File: src/rtl/hll_pkg.sv
package hll_pkg;

	localparam int MaxIndexBits = 10;
	localparam int RankW = 7;
	localparam int SumW = 75;
	localparam logic [3:0] IndexBitsReset = 4'd10;
	localparam logic [15:0] AlphaReset = 16'd52036;

	localparam logic CmdAdd = 1'b0;
	localparam logic CmdEstimate = 1'b1;

	localparam logic RegIndexBits = 1'b0;
	localparam logic RegAlpha = 1'b1;

	typedef struct packed {
		logic        cmd;
		logic [63:0] key_hash;
	} hll_in_t;

	typedef struct packed {
		logic [63:0] estimate;
		logic        saturated;
	} hll_out_t;

	typedef enum logic [2:0] {
		ST_CLEAR,
		ST_IDLE,
		ST_SUM,
		ST_DIV,
		ST_DONE
	} hll_state_t;

	// Rank of the bits left after the index: leading zeros plus one, 64 when all zero.
	function automatic logic [RankW-1:0] rank_of(input logic [63:0] rest);
		logic [RankW-1:0] r;
		r = 7'd64;
		for (int i = 0; i < 64; i++) begin
			if (rest[i]) r = 7'(64 - i);
		end
		return r;
	endfunction

endpackage

File: src/rtl/hll_divider.sv
module hll_divider
	import hll_pkg::*;
#(
	parameter int DenW = SumW
) (
	input  logic            clk,
	input  logic            arst_n,
	input  logic            go,
	input  logic [127:0]    numer,
	input  logic [DenW-1:0] denom,
	output logic            done,
	output logic [127:0]    quot
);

	logic [127:0]    num_q;
	logic [DenW:0]   rem_q;
	logic [DenW-1:0] den_q;
	logic [7:0]      cnt_q;
	logic            run_q;
	logic [DenW:0]   shifted;
	logic            fits;

	// One quotient bit a cycle, restoring.
	assign shifted = {rem_q[DenW-1:0], num_q[127]};
	assign fits = shifted >= {1'b0, den_q};

	always_ff @(posedge clk or negedge arst_n) begin
		if (!arst_n) begin
			run_q <= 1'b0;
			cnt_q <= '0;
			done <= 1'b0;
		end else begin
			done <= 1'b0;
			if (go) begin
				run_q <= 1'b1;
				cnt_q <= 8'd0;
			end else if (run_q) begin
				cnt_q <= cnt_q + 8'd1;
				if (cnt_q == 8'd127) begin
					run_q <= 1'b0;
					done <= 1'b1;
				end
			end
		end
	end

	always_ff @(posedge clk) begin
		if (go) begin
			num_q <= numer;
			den_q <= denom;
			rem_q <= '0;
			quot <= '0;
		end else if (run_q) begin
			num_q <= {num_q[126:0], 1'b0};
			rem_q <= fits ? shifted - {1'b0, den_q} : shifted;
			quot <= {quot[126:0], fits};
		end
	end

endmodule

File: config.mk
export PLATFORM = sky130hd
export DESIGN_NAME = hll_divider
export DESIGN_NICKNAME = d
export VERILOG_FILES = /design/src/rtl/hll_pkg.sv /design/src/rtl/hll_divider.sv
export SDC_FILE = /design/constraint.sdc
export NUM_CORES = 1
export LEC_CHECK = 0
export BUFFER_PORTS_ARGS = -buffer_cell sky130_fd_sc_hd__clkbuf_2
export CORE_MARGIN = 2
export CORE_UTILIZATION = 52
export DETAILED_ROUTE_END_ITERATION = 16
export PLACE_DENSITY = 0.77
export SETUP_SLACK_MARGIN = 0.4
export SYNTH_ARGS = -nofsm -noshare
export SYNTH_HDL_FRONTEND = slang
export SYNTH_SLANG_ARGS = --single-unit
File: constraint.sdc
create_clock -name clk -period 3.4 [get_ports clk]
set_clock_uncertainty 0.2 [all_clocks]
set_input_delay 0.51 -clock clk [delete_from_list [all_inputs] [get_ports clk]]
set_output_delay 0.51 -clock clk [all_outputs]
set_load 0.1 [all_outputs]
Word level (Yosys, flattened, before mapping). Index checks and enable logic that the tools add are counted.

Register bits: 416. Input port bits: 206. Output and inout port bits: 129. Word-level logic and storage cells: 23.

$add $sub $neg: 2. $lt $le $gt $ge: 1. Equality and inequality tests: 1. Mux-type cells: 11. Reduce and logical (&&, ||, !) cells: 1.

Operators by type and width (count): 2-to-1 mux 128 bit (2); greater-or-equal comparator 76 x 75 -> 1 bit (1); 2-to-1 mux 75 bit (1); subtractor 75 bit (1); 2-to-1 mux 8 bit (2); adder 8 x 1 -> 8 bit, second input constant (1); == test 8 x 7 -> 1 bit, second input constant (1); 2-to-1 mux 1 bit (6); nonzero test 2 bit (1).

Longest topological paths before layout. Gate-level depths: netlist of the first run.

Word-level depth: 4. Gate-level depth with buffers: 14. Gate-level depth less buffers: 13.

Worst setup path after synthesis of the first run. Ideal clock, no wire load.

Path type: input-to-reg. From: input go. To: register num_q[0] (enable). Library setup time: 0.433 ns. Arrival: 2.942 ns. Data required time: 2.767 ns. Slack: -0.175 ns. Stages: 4. Buffers on the path: 3. Cell sequence: clkbuf_1 clkbuf_1 clkbuf_1 or2_2.

Word-level cells in the longest chain between the ends: 1.

Ends and longest elaborated chain: start, declared (RTL line hll_divider.sv:8) `input logic go,`; nonzero test 2 bit (no source line); end signal, assigned (RTL line hll_divider.sv:49) `num_q <= numer;`; end signal, assigned (RTL line hll_divider.sv:54) `num_q <= {num_q[126:0], 1'b0};`; end, declared (RTL line hll_divider.sv:15) `logic [127:0] num_q;`.

No other way between the ends. A chain may end at the register's enable or synchronous reset.

Worst setup path after layout of the first run.
From: register den_q[13]. To: register rem_q[9].

Word-level cells in the longest chain between the ends: 2.

Ends and longest elaborated chain: start, declared (RTL line hll_divider.sv:17) `logic [DenW-1:0] den_q;`; start signal, assigned (RTL line hll_divider.sv:50) `den_q <= denom;`; greater-or-equal comparator 76 x 75 -> 1 bit (RTL line hll_divider.sv:25) `assign fits = shifted >= {1'b0, den_q};`; 2-to-1 mux 75 bit (RTL line hll_divider.sv:55) `rem_q <= fits ? shifted - {1'b0, den_q} : shifted;`; end signal, assigned (RTL line hll_divider.sv:55); end, declared (RTL line hll_divider.sv:16) `logic [DenW:0] rem_q;`.

No other way between the ends.

==> results.py, run 1 <==
metrics = {
    "synth": {
        "synth_ff_type": "edfxtp_1",
        "ys.warnings.count": 0,
        "synth_adder_area_share_pct": 4.65,
        "synth_seq_area_share_pct": 49.8,
        "yosys.area_share.simple_pct": 12.7,
        "async_flop_share_pct": 2.40,
        "yosysTopAreaCellShare_pct": 29.2,
        "avgSynthCellArea_um2": 10.2,
        "synth-xor-area-share_pct": 2.39,
        "syn_inst": 2049,
        "synth_mux_area_share_pct": 13.2,
        "synth_top_family_by_area": "multiplexers",
        "synth_cell_type_count": 79,
        "synth_seq_cells": 416,
        "synthesis.area_um2": 20900,
        "synth.area.top_cells": "edfxtp_1 29%, dfxtp_1 19%, mux2_2 6.8%, mux2i_1 6.4%, nor2_1 4.6%",
        "synth_top_cell_by_area": "edfxtp_1",
        "synth_edf_count": 203,
        "synth-compound-area-share_pct": 12.9,
        "syn_nets": 2332,
    },
    "global_route": {
        "grt_pass1_vias": 17500,
        "grt_pass1_wl_um": 90300,
        "antenna_found_initial": 6,
        "grt_max_degree": 128,
        "grt_usage_pct": 26.9,
        "overflow": 0,
    },
    "die": {
        "die_w_um": 204,
        "core_um2": 39700,
        "fp.dieH_um": 204,
        "ios": 335,
        "start_util_pct": 52.6,
        "dieArea_um2": 41800,
        "rows": 73,
    },
    "outcome": {
        "status": "finished with violations",
        "failed_checks": "negative setup slack",
    },
    "min_path": {
        "min_from": "numer[95]",
        "worst_hold_path_type": "in2reg",
    },
    "layout": {
        "nNetsFinal": 2869,
        "drive_gt1_share_pct": 36.6,
        "final_cell_area_um2": 28700,
        "syn2layout_area_growth_pct": 37.2,
    },
    "timing": {
        "fin_ws_ns": -0.00243,
        "period_share_pct": 100,
        "final_hold_viol_count": 0,
        "slew_viol_final": 0,
        "rsz0062_at_grt": "yes",
        "finalSetupViolCount": 1,
        "slew_headroom_pct": 53.0,
        "whs_ns": 0.0244,
        "worst_pin_slew_ns": 0.705,
        "fmax_ghz": 0.294,
        "min_period_ns": 3.40,
    },
    "routing": {
        "drtIter0Drc": 1529,
        "dr.pass1.iters": 5,
        "drc": 0,
        "wl_um": 60400,
        "vias": 18100,
        "vias_per_cell": 5.73,
        "wl_per_cell_um": 19.2,
        "ant_nets": 0,
    },
    "worst_setup_path": {
        "crit_type": "reg2reg",
        "path_max_fanout": 10,
        "rr_startpoint": "den_q[13]",
        "reg2reg_slack_ns": -0.002,
        "reg2reg_to": "rem_q[9]",
        "cp-end-kind": "flop",
        "crit_arrival_ns": 3.63,
        "endpoint": "rem_q[9]",
        "reg2reg_depth": 14,
        "cp-startpoint": "den_q[13]",
        "required_ns": 3.62,
        "timing.critical_path.from_type": "flop",
    },
    "clocking": {
        "tritoncts": "built",
        "worstSkewPairLatency_ns": 0.60,
        "htree_levels": 2,
        "clk_pin_slew_ns": 0.06,
        "cts_root_buf": "clkbuf_16",
        "clockBufferDepth": 3,
        "cts.sinks": 416,
        "cts_inserted_buffers": 44,
    },
    "placed_design": {
        "hpwl_um": 37500,
        "gp_congestion": 0.961,
        "port_buffers": 334,
        "dpl-instance-area_um2": 23600,
    },
    "power": {
        "vdd_ir_drop_max_mv": 0.489,
        "power_leakage_nw": 12.8,
        "p_per_area_nw_per_um2": 627,
    },
    "flow_run": {
        "maxCapViolCount": 0,
    },
}
-- sequential cells by signal (all words and copies together), names as in the netlist --
name / cells
done: 1
num_q: 128
rem_q: 75
quot: 128
cnt_q: 8
den_q: 75
run_q: 1
-- placed cells by master (no fill, tap or decap), types with 10 or more instances in the layout --
| master | instances |
|---|---|
| nand3_1 | 19 |
| clkinv_2 | 12 |
| dlygate4sd3_1 | 106 |
| dfxtp_1 | 202 |
| a21oi_1 | 100 |
| o21bai_1 | 26 |
| nor3_1 | 15 |
| edfxtp_1 | 203 |
| xnor2_1 | 33 |
| nand4_1 | 33 |
| nand2_2 | 10 |
| nand2_1 | 162 |
| inv_1 | 92 |
| buf_12 | 15 |
| a21o_1 | 30 |
| mux2_2 | 127 |
| xor2_1 | 19 |
| ha_1 | 29 |
| a21oi_2 | 29 |
| o21ai_0 | 39 |
| buf_6 | 23 |
| o21ai_1 | 19 |
| and3_1 | 13 |
| nor2_1 | 249 |
| a311oi_1 | 29 |
| clkbuf_2 | 333 |
| clkbuf_16 | 47 |
| mux2i_1 | 132 |
| nand2_4 | 18 |
| buf_4 | 122 |
| a311oi_2 | 25 |
| ha_4 | 38 |
-- cell families after synthesis --
logic type | count (synthesis)
buf+inv | 223
compound gates | 408
simple gates | 608
flops | 416
xor+xnor | 57
mux | 260
fa+ha+maj | 77
-- stage by stage --
| stage | util, % | power [mW] | setup TNS (ns) | std cells | worst slack, ns |
|---|---|---|---|---|---|
| detailed placement | 59.3 | 10.7 | -0.335 | 2878 | -0.0648 |
| finish | 72.1 | 18.0 | -0.00243 | 3152 | -0.00243 |
| global placement | 59.3 | 10.6 | 0 | 2878 | 0.0173 |
| global route | 72.1 | 18.8 | -1.27 | 3152 | -0.0985 |
| CTS | 68.1 | 16.6 | 0 | 3111 | 0.125 |
| floorplan | - | 9.35 | 0 | 2049 | 0.377 |
-- cell usage after synthesis, types with 10 or more instances --
cell type,number
mux2_2,127
nand4_1,33
xnor2_1,37
buf_2,31
nand2b_1,11
or3_1,13
xor2_1,20
dfrtp_1,10
inv_1,100
a21oi_1,132
ha_1,76
nor2_1,257
o21bai_1,28
nor3_1,24
and3_1,17
o21ai_0,60
nand3_1,24
nor4_1,10
clkbuf_1,77
nand2_1,190
a21o_1,31
a311oi_1,54
mux2i_1,133
dfxtp_1,203
edfxtp_1,203
a211oi_1,12
-- how the worst min path moves through the flow --
stage                     end  slack, ns  cells past startpoint
floorplan            cnt_q[0]       0.01                      0
finish              num_q[95]       0.02                      2
detailed placement   cnt_q[5]       0.19                      1
CTS                 num_q[58]     0.0005                      2
global route        num_q[65]       0.01                      2
global placement     cnt_q[5]       0.19                      1
-- cell type report --
type / count / area (um^2)
inverter: 100 / 375
clock inverter: 26 / 275
tap: 525 / 657
clock buffer: 55 / 1160
multi-input combinational: 1412 / 11200
fill: 2712 / 11100
timing repair buffer: 612 / 4550
antenna: 6 / 15.0
sequential: 416 / 10400
-- report_power, final --
group          internal, mW  leakage, nW  total, mW  switching (mW)
Combinational          3.38         8.21       6.98            3.61
Sequential             5.79         3.86       6.20           0.402
Clock                  2.70        0.706       4.79            2.09
-- metal layers --
layer | GRT usage [%] | vias up | share of wire [%]
li1 | - | 8474 | -
met1 | 33.3 | 8656 | 40
met2 | 45.3 | 755 | 49
met3 | 6.06 | 176 | 7.4
met4 | 11.5 | 0 | 3.7
met5 | 0 | - | 0
-- timing repair --
item | 4_1_cts | 5_1_grt
hold buffers | 106 | 0
endpoints found under the setup margin | 76 | 76
gates resized for setup | 102 | 264
pin swaps | 48 | 106
buffers inserted | 37 | 31
endpoints found under the hold margin | 115 | 0
gates cloned | 9 | 4
-- critical path: stages (launching register included) --
cell and delay [ns]:
edfxtp_1 0.36, inv_1 0.11, ha_4 0.21, a21oi_2 0.20, o21a_1 0.22, o221ai_2 0.12
a221o_1 0.35, o21bai_2 0.20, a31oi_4 0.16, buf_6 0.15, or3_4 0.46, buf_6 0.16
buf_16 0.14, nand2_1 0.08, a311oi_1 0.10
No activity file was read; power rests on OpenSTA's default activity.
==> inputs of run 2 (changes only) <==
--- a/config.mk
+++ b/config.mk
@@ -7,10 +7,10 @@
 export LEC_CHECK = 0
 export BUFFER_PORTS_ARGS = -buffer_cell sky130_fd_sc_hd__clkbuf_2
 export CORE_MARGIN = 2
-export CORE_UTILIZATION = 52
+export CORE_UTILIZATION = 40
 export DETAILED_ROUTE_END_ITERATION = 16
-export PLACE_DENSITY = 0.77
 export SETUP_SLACK_MARGIN = 0.4
+export SKIP_CTS_REPAIR_TIMING = 1
 export SYNTH_ARGS = -nofsm -noshare
 export SYNTH_HDL_FRONTEND = slang
 export SYNTH_SLANG_ARGS = --single-unit
==> constraint.sdc (replaced) <==
create_clock -name clk -period 3.4 [get_ports clk]
set_clock_uncertainty 0.2 [all_clocks]
set_input_delay 0.51 -clock clk [delete_from_list [all_inputs] [get_ports clk]]
set_output_delay 0.51 -clock clk [all_outputs]
set_load 0.005 [all_outputs]
==> run 2 against run 1 <==
  * The flow still finishes with violations (negative setup slack)
  * Utilization is 19 points lower
  * Via count is 5.2% lower
  * Count of clock-buffer cells in the layout is 7 higher
  * Routed wire length is 4.3% lower
  * Combinational power is 18% lower
  * Power is 5.1% lower
  * Register-to-register slack hardly changed
  * Sequential power is 0.6% lower
  * Critical endpoint is now rem_q[28]
  * Largest cell class is now flip-flops and latches
  * Highest routed layer unchanged
==> results.py, run 2 (synthesis results as in run 1) <==
metrics = {
    "outcome": {
        "status": "finished with violations",
        "failed_checks": "negative setup slack",
    },
    "worst_setup_path": {
        "path_max_fanout": 8,
        "crit_arrival_ns": 3.69,
        "path_cells": "ha_2 -> nand4_1 -> nor2_1 -> a22oi_2 -> a31oi_2 -> o21ai_1 -> buf_4 -> a31oi_4 -> nor3_4 -> buf_12 -> clkbuf_16 -> nand2_1 -> a311oi_2",
        "cp_slowest_cell": "nor3_4",
        "timing.critical_path.from_type": "flop",
        "max_stage_delay_ns": 0.48,
        "cp_num_buf_inv": 3,
        "cp-end-kind": "flop",
        "cp_top_family": "compound AO/OA/AOI/OAI gates",
        "required_ns": 3.68,
        "crit_type": "reg2reg",
    },
    "clocking": {
        "cts_root_buf": "clkbuf_16",
        "clockBufferDepth": 3,
        "cts.sinks": 416,
        "tritoncts": "built",
        "cts_inserted_buffers": 48,
        "htree_levels": 2,
        "worstSkewPairLatency_ns": 0.58,
        "clk_pin_slew_ns": 0.06,
    },
    "layout": {
        "final_cell_area_um2": 27400,
        "syn2layout_area_growth_pct": 31.3,
        "final_common_cell": "clkbuf_2",
        "drive_gt1_share_pct": 32.6,
        "multi_input_area_um2": 10400,
        "fill_cells": 4585,
        "layout_common_cells": "333 x clkbuf_2, 254 x nor2_1, 203 x edfxtp_1, 200 x dfxtp_1, 176 x nand2_1",
        "nNetsFinal": 2827,
        "top_regs": "num_q: 128 flops, quot: 128 flops",
        "area.sequential_um2": 10400,
        "fin_util_pct": 53.3,
    },
    "die": {
        "ios": 335,
        "start_util_pct": 40.6,
        "dieArea_um2": 54100,
        "core_um2": 51500,
        "rows": 83,
        "fp.dieH_um": 233,
        "die_w_um": 233,
    },
    "routing": {
        "drtIter0Drc": 917,
        "vias_per_cell": 5.24,
        "dr.pass1.iters": 5,
        "vias": 17100,
        "wl_per_cell_um": 17.7,
        "drc": 0,
        "wl_um": 57800,
        "ant_nets": 0,
    },
    "timing": {
        "min_period_ns": 3.41,
        "rsz0062_at_grt": "yes",
        "fin_setup_tns_ns": -0.0163,
        "fmax_ghz": 0.293,
        "final_hold_viol_count": 0,
        "period_share_pct": 100,
        "slew_headroom_pct": 31.4,
        "finalSetupViolCount": 3,
        "fin_ws_ns": -0.0109,
        "slew_viol_final": 0,
        "worst_pin_slew_ns": 1.03,
    },
    "min_path": {
        "worst_hold_path_type": "in2reg",
    },
    "placed_design": {
        "port_buffers": 334,
        "dpl-instance-area_um2": 24100,
        "gp_congestion": 0.904,
        "hpwl_um": 40700,
        "place_ws_ns": -0.0936,
    },
    "global_route": {
        "grt_usage_pct": 20.2,
        "overflow": 0,
        "grt_pass1_wl_um": 87600,
        "grt_max_degree": 131,
        "grt_pass1_vias": 16500,
        "antenna_found_initial": 3,
    },
    "power": {
        "power_leakage_nw": 12.3,
        "p_per_area_nw_per_um2": 621,
        "vdd_ir_drop_max_mv": 0.391,
    },
    "flow_run": {
        "maxCapViolCount": 0,
    },
}
## run 2: cell count changes in the layout (fill, tap and decap cells not counted), sizes merged, moves of 2 or more
cell,delta
dlygate4sd3,-29
buf,-13
clkbuf,+6
clkinv,-4
diode,-3
bufinv,+2
or3,-2
## run 2: power breakdown
part	switching, mW	leakage (nW)	internal, mW
Sequential	0.362	3.86	5.80
Combinational	3.04	7.70	2.66
Clock	2.13	0.770	3.06
Total	5.53	12.3	11.5
## run 2: metal layers
metal	share of wire (%)	vias to the layer above	GRT usage, %
li1	-	8382	-
met1	44	8213	26.1
met5	0	-	0
met3	5.0	93	4.31
met2	48	434	33.4
met4	2.6	0	7.09
## run 2: layout make-up
type / instances / share of cell area, %
Antenna cell: 3 / 0.0274
Clock buffer: 62 / 4.68
Clock inverter: 26 / 1.07
Inverter: 100 / 1.37
Multi-Input combinational cell: 1410 / 37.8
Sequential cell: 416 / 38.0
Tap cell: 680 / 3.10
Timing Repair Buffer: 568 / 14.0
## run 2: worst paths after layout
kind / cells past startpoint / slack [ns] / from / to
max: 13 / -0.01 / rem_q[33] / rem_q[28]
min: 2 / 0.04 / numer[2] / num_q[2]
max reg2reg: 13 / -0.01 / rem_q[33] / rem_q[28]
min reg2reg: 1 / 0.28 / cnt_q[7] / done
max in group asynchronous: 2 / 2.61 / arst_n / run_q
min in group asynchronous: 2 / 0.17 / arst_n / cnt_q[5]
## run 2: stage by stage
step,power [mW],instances,hold slack (ns)
after global routing,18.0,3265,0.00501
after global placement,11.0,3079,0.187
after detailed placement,11.0,3079,0.189
after CTS,16.3,3167,-0.441
final,17.1,3265,0.0357
after floorplan,9.30,2049,0.0144
==> inputs of run 3 (changes only) <==
--- a/config.mk
+++ b/config.mk
@@ -9,6 +9,7 @@
 export CORE_MARGIN = 2
 export CORE_UTILIZATION = 40
 export DETAILED_ROUTE_END_ITERATION = 16
+export GPL_TIMING_DRIVEN = 0
 export SETUP_SLACK_MARGIN = 0.4
 export SKIP_CTS_REPAIR_TIMING = 1
 export SYNTH_ARGS = -nofsm -noshare
==> run 3 against run 2 <==
  * The flow still finishes with violations (negative setup slack)
  * Via count grew 1.7%
  * Cell count grew 0.25%
  * Combinational power shrank 3%
  * Die area is the same
  * Critical path type unchanged
==> results.py, run 3 (synthesis results as in run 1) <==
metrics = {
    "layout": {
        "final_common_cell": "clkbuf_2",
        "syn2layout_area_growth_pct": 30.2,
        "nNetsFinal": 2838,
        "layout_common_cells": "340 x clkbuf_2, 254 x nor2_1, 203 x edfxtp_1, 203 x dfxtp_1, 172 x nand2_1",
        "top_regs": "num_q: 128 flops, quot: 128 flops",
        "final_cell_area_um2": 27200,
        "drive_gt1_share_pct": 29.9,
        "antenna_cells": 0,
    },
    "outcome": {
        "status": "finished with violations",
        "failed_checks": "negative setup slack",
    },
    "global_route": {
        "grt_pass1_wl_um": 91000,
        "overflow": 0,
        "grt_max_degree": 56,
        "grt_usage_pct": 21.3,
        "grt_pass1_vias": 16500,
        "antenna_found_initial": 1,
    },
    "routing": {
        "vias": 17400,
        "wl_um": 61100,
        "ant_nets": 0,
        "vias_per_cell": 5.32,
        "drtIter0Drc": 1056,
        "drc": 0,
        "dr.pass1.iters": 7,
        "wl_per_cell_um": 18.7,
    },
    "die": {
        "dieArea_um2": 54100,
        "fp.dieH_um": 233,
        "core_um2": 51500,
        "start_util_pct": 40.6,
        "ios": 335,
        "rows": 83,
        "die_w_um": 233,
    },
    "clocking": {
        "clockBufferDepth": 3,
        "htree_levels": 2,
        "clk_pin_slew_ns": 0.07,
        "worstSkewPairLatency_ns": 0.60,
        "cts_root_buf": "clkbuf_16",
        "tritoncts": "built",
        "cts_inserted_buffers": 47,
        "cts.sinks": 416,
    },
    "worst_setup_path": {
        "cp_slowest_cell": "edfxtp_1",
        "timing.critical_path.from_type": "flop",
        "crit_type": "reg2reg",
        "path_max_fanout": 3,
        "path_cells": "inv_1 -> ha_1 -> nor2b_1 -> o21bai_1 -> a31oi_1 -> o211ai_1 -> buf_4 -> a2111oi_4 -> o21ai_2 -> a21o_4 -> o21ai_4 -> mux2i_1 -> o311a_1",
        "required_ns": 3.75,
        "cp_num_buf_inv": 2,
        "crit_arrival_ns": 3.84,
        "cp_top_family": "compound AO/OA/AOI/OAI gates",
        "cp-end-kind": "flop",
        "max_stage_delay_ns": 0.47,
    },
    "power": {
        "vdd_ir_drop_max_mv": 0.306,
        "p_per_area_nw_per_um2": 616,
        "power_leakage_nw": 12.2,
        "power.total_mw": 16.8,
    },
    "timing": {
        "finalSetupViolCount": 46,
        "fmax_ghz": 0.286,
        "slew_viol_final": 0,
        "worst_pin_slew_ns": 1.08,
        "rsz0062_at_grt": "yes",
        "period_share_pct": 103,
        "final_hold_viol_count": 0,
        "slew_headroom_pct": 28.0,
        "fin_ws_ns": -0.0906,
        "min_period_ns": 3.49,
        "fin_setup_tns_ns": -1.14,
    },
    "placed_design": {
        "port_buffers": 334,
        "gp_congestion": 0.922,
        "hpwl_um": 43900,
        "dpl-instance-area_um2": 23500,
    },
    "flow_run": {
        "maxCapViolCount": 0,
    },
    "min_path": {
        "worst_hold_path_type": "in2reg",
    },
}
==> run 3: per-stage QoR <==
step                      std cells  setup slack [ns]  utilization (%)  hold WS (ns)
after detailed placement       3066             -1.08             45.7         0.197
final                          3273           -0.0906             52.8        0.0170
after CTS                      3153            -0.706             48.8        -0.449
after global routing           3273            -0.219             52.8      0.000238
after global placement         3063             -2.46             45.5         0.192
after floorplan                2049             0.377                -        0.0144
==> run 3: layer usage <==
metal | vias to the layer above | track usage [%] | wire [um]
li1 | 8384 | - | -
met1 | 8394 | 28.1 | 26500
met2 | 526 | 34.9 | 29000
met3 | 101 | 4.42 | 3920
met4 | 2 | 7.09 | 1660
met5 | - | 0 | 16
==> run 3: report_power, final <==
group	internal, mW	switching (mW)	total (mW)
clock network	2.96	2.18	5.14
registers	5.79	0.331	6.12
logic	2.40	3.11	5.51
total	11.1	5.63	16.8
==> run 3: layout make-up <==
| type | count | area [um^2] |
|---|---|---|
| timing repair buffer | 456 | 2920 |
| inverter | 100 | 375 |
| clock buffer | 63 | 1380 |
| multi-input combinational | 1411 | 10400 |
| tap | 680 | 851 |
| fill | 4717 | 24300 |
| sequential | 416 | 10400 |
| buffer | 123 | 714 |
| clock inverter | 24 | 195 |
==> run 3: final timing paths <==
path / from / end / slack, ns / cells past startpoint
max reg2reg: den_q[1] / rem_q[73] / -0.09 / 13
max in group asynchronous: arst_n / cnt_q[5] / 2.61 / 2
min in group asynchronous: arst_n / cnt_q[3] / 0.17 / 2
max: den_q[1] / rem_q[73] / -0.09 / 13
min reg2reg: cnt_q[7] / done / 0.29 / 1
min: numer[81] / num_q[81] / 0.02 / 2
==> run 3: worst reg2reg max path, stage by stage, from the launching register on <==
cell and delay [ns]:
edfxtp_1 0.47, inv_1 0.07, ha_1 0.30, nor2b_1 0.18, o21bai_1 0.12, a31oi_1 0.21, o211ai_1 0.20, buf_4 0.22
a2111oi_4 0.42, o21ai_2 0.17, a21o_4 0.28, o21ai_4 0.17, mux2i_1 0.24, o311a_1 0.19
